File: config.mk
export PLATFORM = sky130hd
export DESIGN_NAME = rule_based_byte_insertion_core
export DESIGN_NICKNAME = d
export VERILOG_FILES = /design/src/rtl/rbi_pkg.sv /design/src/rtl/rule_based_byte_insertion_core.sv /design/src/rtl/rbi_cfg_regs.sv /design/src/rtl/rbi_match_unit.sv /design/src/rtl/rbi_seq.sv
export VERILOG_INCLUDE_DIRS = /design/src /design/src/rtl
export SDC_FILE = /design/constraint.sdc
export NUM_CORES = 1
export LEC_CHECK = 0
export BUFFER_PORTS_ARGS = -buffer_cell sky130_fd_sc_hd__buf_2
export CAP_MARGIN = 20
export CORE_AREA = 10 10 115 117
export CTS_BUF_LIST = sky130_fd_sc_hd__clkbuf_16
export DETAILED_ROUTE_END_ITERATION = 16
export DIE_AREA = 0 0 125 127
export PLACE_DENSITY_LB_ADDON = 0.12
export SETUP_SLACK_MARGIN = 0.15
export SYNTH_ARGS = -nofsm -noshare
export SYNTH_HDL_FRONTEND = slang
export SYNTH_SLANG_ARGS = --single-unit
File: constraint.sdc
create_clock -name clk_i -period 3.17 [get_ports clk_i]
set_input_delay 0 -clock clk_i [delete_from_list [all_inputs] [get_ports clk_i]]
set_output_delay 0 -clock clk_i [all_outputs]
set_load 0.03 [all_outputs]
File: src/rtl/rule_based_byte_insertion_core_defines.svh
// Assertion macros shared by the byte insertion RTL
`ifndef RULE_BASED_BYTE_INSERTION_CORE_DEFINES_SVH
`define RULE_BASED_BYTE_INSERTION_CORE_DEFINES_SVH

// Check a property on every rising edge outside reset
`define RBI_ASSERT(label, clk, rst_n, prop, msg) \
  label: assert property (@(posedge clk) disable iff (!rst_n) (prop)) else $error(msg);

// Check that a condition never holds outside reset
`define RBI_ASSERT_NEVER(label, clk, rst_n, cond, msg) \
  label: assert property (@(posedge clk) disable iff (!rst_n) !(cond)) else $error(msg);

`endif

File: src/rtl/rbi_pkg.sv
// Shared types and constants for the byte insertion core
`timescale 1ns / 1ps

package rbi_pkg;

  localparam int BYTE_W        = 8;
  localparam int RULE_W        = 24;
  localparam int CNT_W         = 3;
  localparam int MAG_W         = 6;
  localparam int REG_IDX_W     = 3;
  localparam int RULE_SLOTS_DEF = 4;
  localparam logic [BYTE_W-1:0] MAX_FILL = 8'd63;

  localparam logic [REG_IDX_W-1:0] REG_RULE_COUNT = 3'd0;
  localparam logic [REG_IDX_W-1:0] REG_RULE_ZERO  = 3'd1;

  typedef logic [RULE_W-1:0] rule_t;

  typedef struct packed {
    rule_t             rule;
    logic [BYTE_W-1:0] data;
  } probe_t;

  typedef struct packed {
    logic              hit;
    logic              lead;
    logic [BYTE_W-1:0] fill;
    logic [MAG_W-1:0]  mag;
  } match_t;

endpackage

File: src/rtl/rule_based_byte_insertion_core.sv
// Top level of the rule based byte insertion core
//
//  channel  | dir | fields (tdata / tlast / tuser)
//  s_axis   | in  | byte_in / string_end_in / -
//  m_axis   | out | byte_out / run_last / string_end_out
//  cfg      | in  | index 0 rule_count, 1..4 rule words
//
// An input byte passes an accept step, a rule scan over 1 to RuleSlots slots
// through the single compare unit, and 1 to 64 results through the output
// register.
// Reset clears rule count, rule words, sequencer state and output valid.
// A stalled output holds the sequencer in emission; input ready is low
// from accept until the last result is loaded.
`timescale 1ns / 1ps

module rule_based_byte_insertion_core #(
  parameter int RuleSlots = rbi_pkg::RULE_SLOTS_DEF
) (
  input  logic                           clk_i,
  input  logic                           rst_ni,
  input  logic                           s_axis_tvalid_i,
  output logic                           s_axis_tready_o,
  input  logic [7:0]                     s_axis_tdata_i,  // [7:0] byte_in
  input  logic                           s_axis_tlast_i,
  output logic                           m_axis_tvalid_o,
  input  logic                           m_axis_tready_i,
  output logic [7:0]                     m_axis_tdata_o,  // [7:0] byte_out
  output logic                           m_axis_tlast_o,
  output logic                           m_axis_tuser_o,  // [0] string_end_out
  input  logic                           cfg_we_i,
  input  logic [rbi_pkg::REG_IDX_W-1:0]  cfg_idx_i,
  input  logic [rbi_pkg::RULE_W-1:0]     cfg_wdata_i
);

  logic [rbi_pkg::CNT_W-1:0] active;
  rbi_pkg::rule_t            rules [RuleSlots];
  rbi_pkg::probe_t           probe;
  rbi_pkg::match_t           match_res;

  rbi_cfg_regs #(
    .RuleSlots (RuleSlots)
  ) u_cfg (
    .clk_i       (clk_i),
    .rst_ni      (rst_ni),
    .cfg_we_i    (cfg_we_i),
    .cfg_idx_i   (cfg_idx_i),
    .cfg_wdata_i (cfg_wdata_i),
    .active_o    (active),
    .rules_o     (rules)
  );

  rbi_match_unit u_match (
    .probe_i (probe),
    .match_o (match_res)
  );

  rbi_seq #(
    .RuleSlots (RuleSlots)
  ) u_seq (
    .clk_i      (clk_i),
    .rst_ni     (rst_ni),
    .s_tvalid_i (s_axis_tvalid_i),
    .s_tready_o (s_axis_tready_o),
    .s_tdata_i  (s_axis_tdata_i),
    .s_tlast_i  (s_axis_tlast_i),
    .m_tvalid_o (m_axis_tvalid_o),
    .m_tready_i (m_axis_tready_i),
    .m_tdata_o  (m_axis_tdata_o),
    .m_tlast_o  (m_axis_tlast_o),
    .m_tuser_o  (m_axis_tuser_o),
    .active_i   (active),
    .rules_i    (rules),
    .probe_o    (probe),
    .match_i    (match_res)
  );

endmodule

File: src/rtl/rbi_cfg_regs.sv
// Configuration register file: active rule count and rule words
`timescale 1ns / 1ps

module rbi_cfg_regs #(
  parameter int RuleSlots = rbi_pkg::RULE_SLOTS_DEF
) (
  input  logic                           clk_i,
  input  logic                           rst_ni,
  input  logic                           cfg_we_i,
  input  logic [rbi_pkg::REG_IDX_W-1:0]  cfg_idx_i,
  input  logic [rbi_pkg::RULE_W-1:0]     cfg_wdata_i,
  output logic [rbi_pkg::CNT_W-1:0]      active_o,
  output rbi_pkg::rule_t                 rules_o [RuleSlots]
);

  logic [rbi_pkg::CNT_W-1:0] count_q;
  rbi_pkg::rule_t            rules_q [RuleSlots];

  always_ff @(posedge clk_i or negedge rst_ni) begin
    if (!rst_ni) begin
      count_q <= '0;
    end else if (cfg_we_i && (cfg_idx_i == rbi_pkg::REG_RULE_COUNT)) begin
      count_q <= cfg_wdata_i[rbi_pkg::CNT_W-1:0];
    end
  end

  for (genvar g = 0; g < RuleSlots; g++) begin : g_rule
    always_ff @(posedge clk_i or negedge rst_ni) begin
      if (!rst_ni) begin
        rules_q[g] <= '0;
      end else if (cfg_we_i &&
                   (cfg_idx_i == rbi_pkg::REG_RULE_ZERO + rbi_pkg::REG_IDX_W'(g))) begin
        rules_q[g] <= cfg_wdata_i;
      end
    end
    assign rules_o[g] = rules_q[g];
  end

  // clamp to the slots actually built
  assign active_o = (count_q > rbi_pkg::CNT_W'(RuleSlots)) ? rbi_pkg::CNT_W'(RuleSlots)
                                                         : count_q;

endmodule

File: src/rtl/rbi_match_unit.sv
// Shared rule compare unit: match test, count decode and saturation
`timescale 1ns / 1ps

module rbi_match_unit (
  input  rbi_pkg::probe_t probe_i,
  output rbi_pkg::match_t match_o
);

  logic [rbi_pkg::BYTE_W-1:0] cnt;
  logic [rbi_pkg::BYTE_W-1:0] mag_raw;

  always_comb begin
    cnt     = probe_i.rule[23:16];
    mag_raw = cnt[7] ? (~cnt + 8'd1) : cnt;
    match_o.hit    = (probe_i.rule[7:0] == probe_i.data);
    match_o.lead   = cnt[7];
    match_o.fill   = probe_i.rule[15:8];
    match_o.mag    = (mag_raw > rbi_pkg::MAX_FILL) ? rbi_pkg::MAX_FILL[rbi_pkg::MAG_W-1:0]
                                                   : mag_raw[rbi_pkg::MAG_W-1:0];
  end

endmodule

File: src/rtl/rbi_seq.sv
// Sequencer: rule scan, fill emission and output register
`timescale 1ns / 1ps
`include "rule_based_byte_insertion_core_defines.svh"

module rbi_seq #(
  parameter int RuleSlots = rbi_pkg::RULE_SLOTS_DEF
) (
  input  logic                        clk_i,
  input  logic                        rst_ni,
  input  logic                        s_tvalid_i,
  output logic                        s_tready_o,
  input  logic [rbi_pkg::BYTE_W-1:0]  s_tdata_i,
  input  logic                        s_tlast_i,
  output logic                        m_tvalid_o,
  input  logic                        m_tready_i,
  output logic [rbi_pkg::BYTE_W-1:0]  m_tdata_o,
  output logic                        m_tlast_o,
  output logic                        m_tuser_o,
  input  logic [rbi_pkg::CNT_W-1:0]   active_i,
  input  rbi_pkg::rule_t              rules_i [RuleSlots],
  output rbi_pkg::probe_t             probe_o,
  input  rbi_pkg::match_t             match_i
);

  localparam int IdxW = (RuleSlots > 1) ? $clog2(RuleSlots) : 1;

  localparam logic [1:0] S_IDLE = 2'd0;
  localparam logic [1:0] S_SCAN = 2'd1;
  localparam logic [1:0] S_EMIT = 2'd2;

  logic [1:0]                 state_q, state_d;
  logic [IdxW-1:0]            idx_q, idx_d;
  logic [rbi_pkg::BYTE_W-1:0] byte_q, byte_d;
  logic                       end_q, end_d;
  logic [rbi_pkg::BYTE_W-1:0] fill_q, fill_d;
  logic                       before_q, before_d;
  logic [rbi_pkg::MAG_W-1:0]  rem_q, rem_d;
  logic                       done_q, done_d;

  logic                       m_valid_q;
  logic [rbi_pkg::BYTE_W-1:0] m_data_q, m_data_d;
  logic                       m_last_q, m_last_d;
  logic                       m_user_q, m_user_d;

  logic                       in_fire, slot_free, out_load;
  logic [rbi_pkg::CNT_W-1:0]  idx_ext;
  logic                       in_range, last_rule;

  assign s_tready_o = (state_q == S_IDLE);
  assign in_fire    = s_tvalid_i && s_tready_o;
  assign slot_free  = !m_valid_q || m_tready_i;

  assign idx_ext   = rbi_pkg::CNT_W'(idx_q);
  assign in_range  = idx_ext < active_i;
  assign last_rule = (idx_ext + 3'd1) >= active_i;

  assign probe_o.rule = rules_i[idx_q];
  assign probe_o.data = byte_q;

  always_comb begin
    state_d  = state_q;
    idx_d    = idx_q;
    byte_d   = byte_q;
    end_d    = end_q;
    fill_d   = fill_q;
    before_d = before_q;
    rem_d    = rem_q;
    done_d   = done_q;
    out_load = 1'b0;
    m_data_d = m_data_q;
    m_last_d = m_last_q;
    m_user_d = m_user_q;
    unique case (state_q)
      S_IDLE: begin
        if (in_fire) begin
          byte_d  = s_tdata_i;
          end_d   = s_tlast_i;
          idx_d   = '0;
          done_d  = 1'b0;
          state_d = S_SCAN;
        end
      end
      S_SCAN: begin
        if (in_range && match_i.hit) begin
          fill_d   = match_i.fill;
          before_d = match_i.lead;
          rem_d    = match_i.mag;
          state_d  = S_EMIT;
        end else if (last_rule) begin
          before_d = 1'b0;
          rem_d    = '0;
          state_d  = S_EMIT;
        end else begin
          idx_d = idx_q + IdxW'(1);
        end
      end
      S_EMIT: begin
        if (slot_free) begin
          out_load = 1'b1;
          if (before_q && (rem_q != '0)) begin
            m_data_d = fill_q;
            m_last_d = 1'b0;
            m_user_d = 1'b0;
            rem_d    = rem_q - rbi_pkg::MAG_W'(1);
          end else if (!done_q) begin
            m_data_d = byte_q;
            m_last_d = (rem_q == '0);
            m_user_d = (rem_q == '0) && end_q;
            done_d   = 1'b1;
            if (rem_q == '0) state_d = S_IDLE;
          end else begin
            m_data_d = fill_q;
            m_last_d = (rem_q == rbi_pkg::MAG_W'(1));
            m_user_d = (rem_q == rbi_pkg::MAG_W'(1)) && end_q;
            rem_d    = rem_q - rbi_pkg::MAG_W'(1);
            if (rem_q == rbi_pkg::MAG_W'(1)) state_d = S_IDLE;
          end
        end
      end
      default: begin
        state_d = S_IDLE;
      end
    endcase
  end

  always_ff @(posedge clk_i or negedge rst_ni) begin
    if (!rst_ni) begin
      state_q   <= S_IDLE;
      m_valid_q <= 1'b0;
    end else begin
      state_q <= state_d;
      if (out_load) begin
        m_valid_q <= 1'b1;
      end else if (m_tready_i) begin
        m_valid_q <= 1'b0;
      end
    end
  end

  always_ff @(posedge clk_i) begin
    idx_q    <= idx_d;
    byte_q   <= byte_d;
    end_q    <= end_d;
    fill_q   <= fill_d;
    before_q <= before_d;
    rem_q    <= rem_d;
    done_q   <= done_d;
    m_data_q <= m_data_d;
    m_last_q <= m_last_d;
    m_user_q <= m_user_d;
  end

  assign m_tvalid_o = m_valid_q;
  assign m_tdata_o  = m_data_q;
  assign m_tlast_o  = m_last_q;
  assign m_tuser_o  = m_user_q;

  `RBI_ASSERT(a_accept_scan, clk_i, rst_ni, in_fire |=> (state_q == S_SCAN), "request not scanned")
  `RBI_ASSERT(a_scan_range, clk_i, rst_ni, (state_q == S_SCAN) |-> (in_range || (idx_q == '0)), "scan index past active rules")
  `RBI_ASSERT_NEVER(a_end_on_last, clk_i, rst_ni, m_valid_q && m_user_q && !m_last_q, "string end without run end")

endmodule

== Yosys cells after proc, flatten, opt, wreduce, memory -nomap -nowiden ==
Cells that the tools add are included.

* Add/subtract/negate cells: 4
* $lt $le $gt $ge: 5
* Equality and inequality tests: 17
* Muxes and demuxes: 39
* Bitwise logic cells: 2
* Reductions and logical operators: 29

{| class="wikitable"
|+ Operators with widths
! operator !! number
|-
| binary-select mux 24 bit (select 2 bit) || 1
|-
| two-way mux 24 bit || 2
|-
| two-way mux 6 bit || 6
|-
| two-way mux 8 bit || 3
|-
| two-way mux 2 bit || 11
|-
| case mux 6 bit (2 select lines) || 1
|-
| AND reduction 4 bit || 3
|-
| two-way mux 1 bit || 11
|-
| logical AND 1 bit || 10
|-
| nonzero test 2 bit || 5
|-
| != test 3 x 1 -> 1 bit, second input constant || 3
|-
| adder 8 x 1 -> 8 bit, second input constant || 1
|-
| equality test 8 bit || 1
|-
| greater-than comparator 8 x 6 -> 1 bit, second input constant || 1
|-
| != test 2 bit, second input constant || 4
|-
| inverter 8 bit || 1
|-
| AND reduction 2 bit || 4
|-
| equality test 3 x 2 -> 1 bit, second input constant || 2
|-
| equality test 6 x 1 -> 1 bit, second input constant || 1
|-
| logical NOT 6 bit || 1
|-
| case mux 2 bit (3 select lines) || 1
|-
| AND reduction 6 bit || 1
|-
| nonzero test 6 bit || 1
|-
| subtractor 6 x 1 -> 6 bit, second input constant || 1
|-
| other kinds (20) || 20
|}

* Bits in registers: 139
* Word-level logic and storage cells: 113

== Longest topological paths before layout ==
* Depth after elaboration: 11
* Gate-level depth with buffers: 11

== Cells and area by module ==
From an unflattened synthesis, not the netlist that was laid out.

* Cell total of the unflattened synthesis: 431
* Area, all modules: 6,816.5 um2

{| class="wikitable"
|+ Modules (own cells, without submodules)
! module !! times used !! cells each !! area each (um2) !! sequential area each (um2)
|-
| rbi_cfg_regs || 1 || 217 || 4,030.1 || 2,477.4
|-
| rbi_seq || 1 || 150 || 2,333.5 || 1,186.1
|-
| rbi_match_unit || 1 || 64 || 452.9 || 0.0
|}

== Worst setup path after synthesis ==
No wires, ideal clock.

* Kind: register -> register
* Start point: reg u_seq.idx_q[0]
* End point: reg u_seq.rem_q[0] in the netlist's numbering, enable pin
* Data arrival time: 2.223 ns
* Data required time: 2.789 ns
* Path slack: 0.566 ns
* Stages on the path, launching flop included: 8
* Path buffers: 1
* Period minus slack after synthesis: 2.604 ns
* Cell sequence: edfxtp_1 > buf_6 > mux4_1 > xnor2_1 > nand3_1 > nor3_1 > a221oi_1 > o32ai_1

* Longest elaborated chain between the ends: 8

{| class="wikitable"
|+ RTL lines
! what !! RTL line !! text
|-
| start: declaration || rbi_seq.sv:32 || <nowiki>logic [IdxW-1:0] idx_q, idx_d;</nowiki>
|-
| start signal: assignment || rbi_seq.sv:141 || <nowiki>idx_q <= idx_d;</nowiki>
|-
| inverter 2 -> 3 bit (not written as such) || rbi_seq.sv:57 || <nowiki>assign probe_o.rule = rules_i[idx_q];</nowiki>
|-
| binary-select mux 24 bit (select 2 bit) || rbi_seq.sv:57 ||
|-
| two-way mux 24 bit (not written as such) (2 in series) || rbi_seq.sv:57 ||
|-
| equality test 8 bit || rbi_match_unit.sv:15 || <nowiki>match_o.hit = (probe_i.rule[7:0] == probe_i.data);</nowiki>
|-
| logical AND 1 bit || rbi_seq.sv:84 || <nowiki>if (in_range && match_i.hit) begin</nowiki>
|-
| != test 3 x 1 -> 1 bit (no line) (*) || n/a ||
|-
| AND reduction 4 bit (no line) (*) || n/a ||
|-
| end signal: assignment || rbi_seq.sv:146 || <nowiki>rem_q <= rem_d;</nowiki>
|-
| end: declaration || rbi_seq.sv:37 || <nowiki>logic [rbi_pkg::MAG_W-1:0] rem_q, rem_d;</nowiki>
|}

Every way passes the cells marked *; elsewhere a longest branch is shown, timed or not. The select of a mux whose other input is x is not followed.
A chain may end at the register's enable or synchronous reset.

== Final worst setup path ==
Same ends and word-level chain as after synthesis.

==> impl_metrics.csv <==
group,metric,value,unit
placement,port_buffers,52,
critical_path,regToRegStartpoint,"u_seq.idx_q[0]",
critical_path,path_class,"flop to flop",
synthesis,synth_top_area_share,39.60,%
drt,avgViaCountPerCell,5.697,
global_route,use_met1,22.69,%
die,die-area,15880,um^2
pwr,power_density,851.2,nW/um^2
status,status,"completed",
critical_path,crit_family,"compound AO/OA/AOI/OAI gates",
placement,place.gp.congestion,0.8151,
timing,final_hold_viol_count,0,
final_layout,drive_gt1_share,40.59,%
timing,drv_slew,0,
timing,fmax,363.4,MHz
die,chipWidth,125,um
synthesis,synth-seq-area-share,56.84,%
clock_network,cts.sinks,139,
synthesis,synthesis.nets,485,
final_layout,layout.cells.non_filler,690,
drt,vias,3931,
clock_network,cts_made_buffers,17,
synthesis,syn_inst,434,
die,start_util,57.93,%
clock_network,htreeDepth,4,
drt,drt_pass1_iterations,4,
clock_network,insertion_delay,0.41,ns
timing,final.period_utilization,86.80,%
drt,ant_nets,0,
synthesis,synth.avg_cell_area,14.85,um^2
synthesis,synth_enable_flop_cells,37,
placement,dpl.cell_count,623,
critical_path,cp_cell_sequence,"buf_4 > buf_12 > mux4_1 > xnor2_1 > nand3_1 > nor3_2 > a221oi_1 > o32ai_1 > buf_4",
synthesis,yosysUniqueCellTypes,47,
synthesis,synth_top_flop_cell,"dfrtp_1",
timing,finalClockSkew,0.005979,ns
drt,routed_wl,13220,um
final_layout,syn_to_final_growth,21.26,%
global_route,antenna_found_initial,0,
critical_path,cp_max_fo,20,
final_layout,antenna_cells,0,
final_layout,fin_area,7815,um^2
hold_path,hold_class,"primary input to flop",
final_layout,nets,586,
pwr,p_leak,3.329,nW
global_route,use_met3,4.880,%
timing,setup_violations,0,
critical_path,cp-end-kind,"flop",
synthesis,synth.cell_area,6445,um^2
hold_path,worstHoldStart,"m_axis_tready_i",
timing,rsz0062_at_grt,"false",
drt,wl_per_cell,19.15,um
critical_path,cp_num_buf_inv,3,
die,io-pin-count,53,
timing,period_needed,2.752,ns
final_layout,layout_commonest_cell,"mux2_2",
pwr,power,0.006652,W
critical_path,crit_path_frequent_cell,"buf_4",
critical_path,max_stage_delay,0.60,ns
synthesis,ys_async_sr_fraction,73.38,%
timing,slew_headroom,44.69,%
die,die_height,127,um
synthesis,synth_seq_cells,139,
synthesis,synth_area_leaders,"dfrtp_1 (40%), mux2_2 (19%), edfxtp_1 (17%)",
critical_path,start_kind,"flop",
global_route,grtUsageTotal,17.02,%
die,core,11130,um^2
die,rows,39,
global_route,use_met2,26.23,%
global_route,grt_max_degree,53,
placement,dpl-instance-area,6923,um^2
synthesis,ys_warn_count,0,
timing,finalSetupTns,0,ns
critical_path,cp.required,3.35,ns
clock_network,cts-root-buf,"clkbuf_16",
timing,tightest_slew,0.8266,ns
flow_run,max_cap_viol_count,0,
pwr,vdd_ir_drop_max,0.0006940,V
global_route,grt_overflow,0,
clock_network,cts_tree,"yes",
critical_path,crit_start,"u_seq.idx_q[0]",
clock_network,clk_pin_slew,0.05,ns
global_route,grt_pass1_wl,21690,um
drt,drt-initial-drc-count,249,
clock_network,max-clock-path-buffers,2,
drt,drc,0,
synthesis,synth_top_area_cell,"dfrtp_1",
global_route,grt.busiest_layer,"met2",
critical_path,critPathArrivalTime,2.93,ns
final_layout,n_fill_cell,742,
critical_path,crit_slowest_cell,"mux4_1",
placement,dp_hpwl,8945,um
global_route,grt_pass1_vias,4208,
final_layout,final_cell_mix,"mux2_2 (109), dfrtp_1 (102), buf_2 (51)",
## repair_timing
item | CTS | global route
hold endpoints to repair | 159 | 0
setup buffers | 0 | 1
gates resized for setup | 0 | 1
hold buffers | 35 | 0
setup endpoints to repair | 0 | 8
## flip-flops by register name (all words and copies together), names as in the netlist
| signal | count |
|---|---|
| u_seq.done_q | 1 |
| u_seq.end_q | 1 |
| u_seq.idx_q | 2 |
| u_seq.m_tdata_o | 8 |
| u_seq.m_tlast_o | 1 |
| u_cfg.count_q | 3 |
| u_seq.byte_q | 8 |
| u_seq.fill_q | 8 |
| u_cfg.rules_o | 96 |
| u_seq.state_q | 2 |
| u_seq.m_tvalid_o | 1 |
| u_seq.m_tuser_o | 1 |
| u_seq.before_q | 1 |
| u_seq.rem_q | 6 |
## path summary, 6_finish.rpt
kind | depth (start not counted) | endpoint | slack [ns]
worst min register to register | 1 | u_cfg.rules_o[20] | 0.50
worst max-delay path | 9 | u_seq.rem_q[0] | 0.42
worst min-delay path | 4 | u_seq.state_q[1] | 0.04
min in group asynchronous | 2 | u_cfg.rules_o[78] | 0.18
max in group asynchronous | 3 | u_cfg.rules_o[40] | 2.14
worst max register to register | 9 | u_seq.rem_q[0] | 0.42
## metrics by stage
| step | hold WS, ns | worst slack (ns) | util [%] |
|---|---|---|---|
| detailed placement | 0.08283 | 0.3360 | 62.22 |
| floorplan | -0.2956 | 0.5662 | - |
| finish | 0.03952 | 0.4184 | 70.24 |
| global route | 0.07966 | 0.2470 | 70.24 |
| CTS | 0.02762 | 0.2985 | 70.13 |
| global placement | 0.08093 | 0.3786 | 62.22 |
## worst reg2reg max path: stages, from the launching register on
cell	delay, ns
edfxtp_1	0.32
buf_4	0.16
buf_12	0.19
mux4_1	0.61
xnor2_1	0.15
nand3_1	0.11
nor3_2	0.07
a221oi_1	0.54
o32ai_1	0.18
buf_4	0.19
## metal layers
layer,wire length (um),part of all wire [%],vias to the layer above
met2,6071,46,82
met3,606,4.6,15
li1,-,-,1823
met4,173,1.3,0
met5,0,0,-
met1,6364,48,2011
## kinds of logic (layout without fill, tap and decap cells)
kind of cell             Yosys count  after routing  synth area share (%)
multiplexers                     139            139                 28.11
flip-flops                       139            139                 56.84
AO/OA/AOI/OAI                     36             36                 4.116
XOR/XNOR                          12             12                 1.631
buffers and inverters             32            145                 2.097
AND/OR/NAND/NOR                   66             66                 5.261
adder cells (fa/ha/maj)           10             10                 1.941
## synth_stat cells, types with 2 or more instances
cell type,number
a2bb2oi_1,2
nand2_1,11
mux2_2,109
mux4_1,9
a31o_2,5
buf_2,6
clkbuf_1,10
and2_1,5
nor2b_1,3
xnor2_1,11
or2_2,2
o32ai_1,2
nand3_1,2
o22ai_1,2
nand2b_1,5
a21oi_1,4
a21o_1,3
nor2_1,22
inv_1,15
and3_1,2
edfxtp_1,37
ha_1,10
dfrtp_1,102
mux4_2,11
a31oi_1,2
nor3_1,6
mux2i_1,10
o21ai_0,7
## final cells by class
type	count	area (um^2)	share of cell area, %
Sequential cell	139	3664	46.88
Multi-Input combinational cell	263	2659	34.02
Timing Repair Buffer	99	728.2	9.318
Clock buffer	19	475.5	6.084
Tap cell	143	178.9	2.289
Inverter	15	56.30	0.7205
Clock inverter	12	53.80	0.6884
## power by group
part,internal [W],leakage (nW),switching [W],total [W]
clock,0.00106,0.273,0.000699,0.00176
sequential,0.00234,1.57,0.000238,0.00258
combinational,0.00113,1.48,0.00119,0.00232
total,0.00453,3.33,0.00212,0.00665
Power figures use the tool's default switching activity.
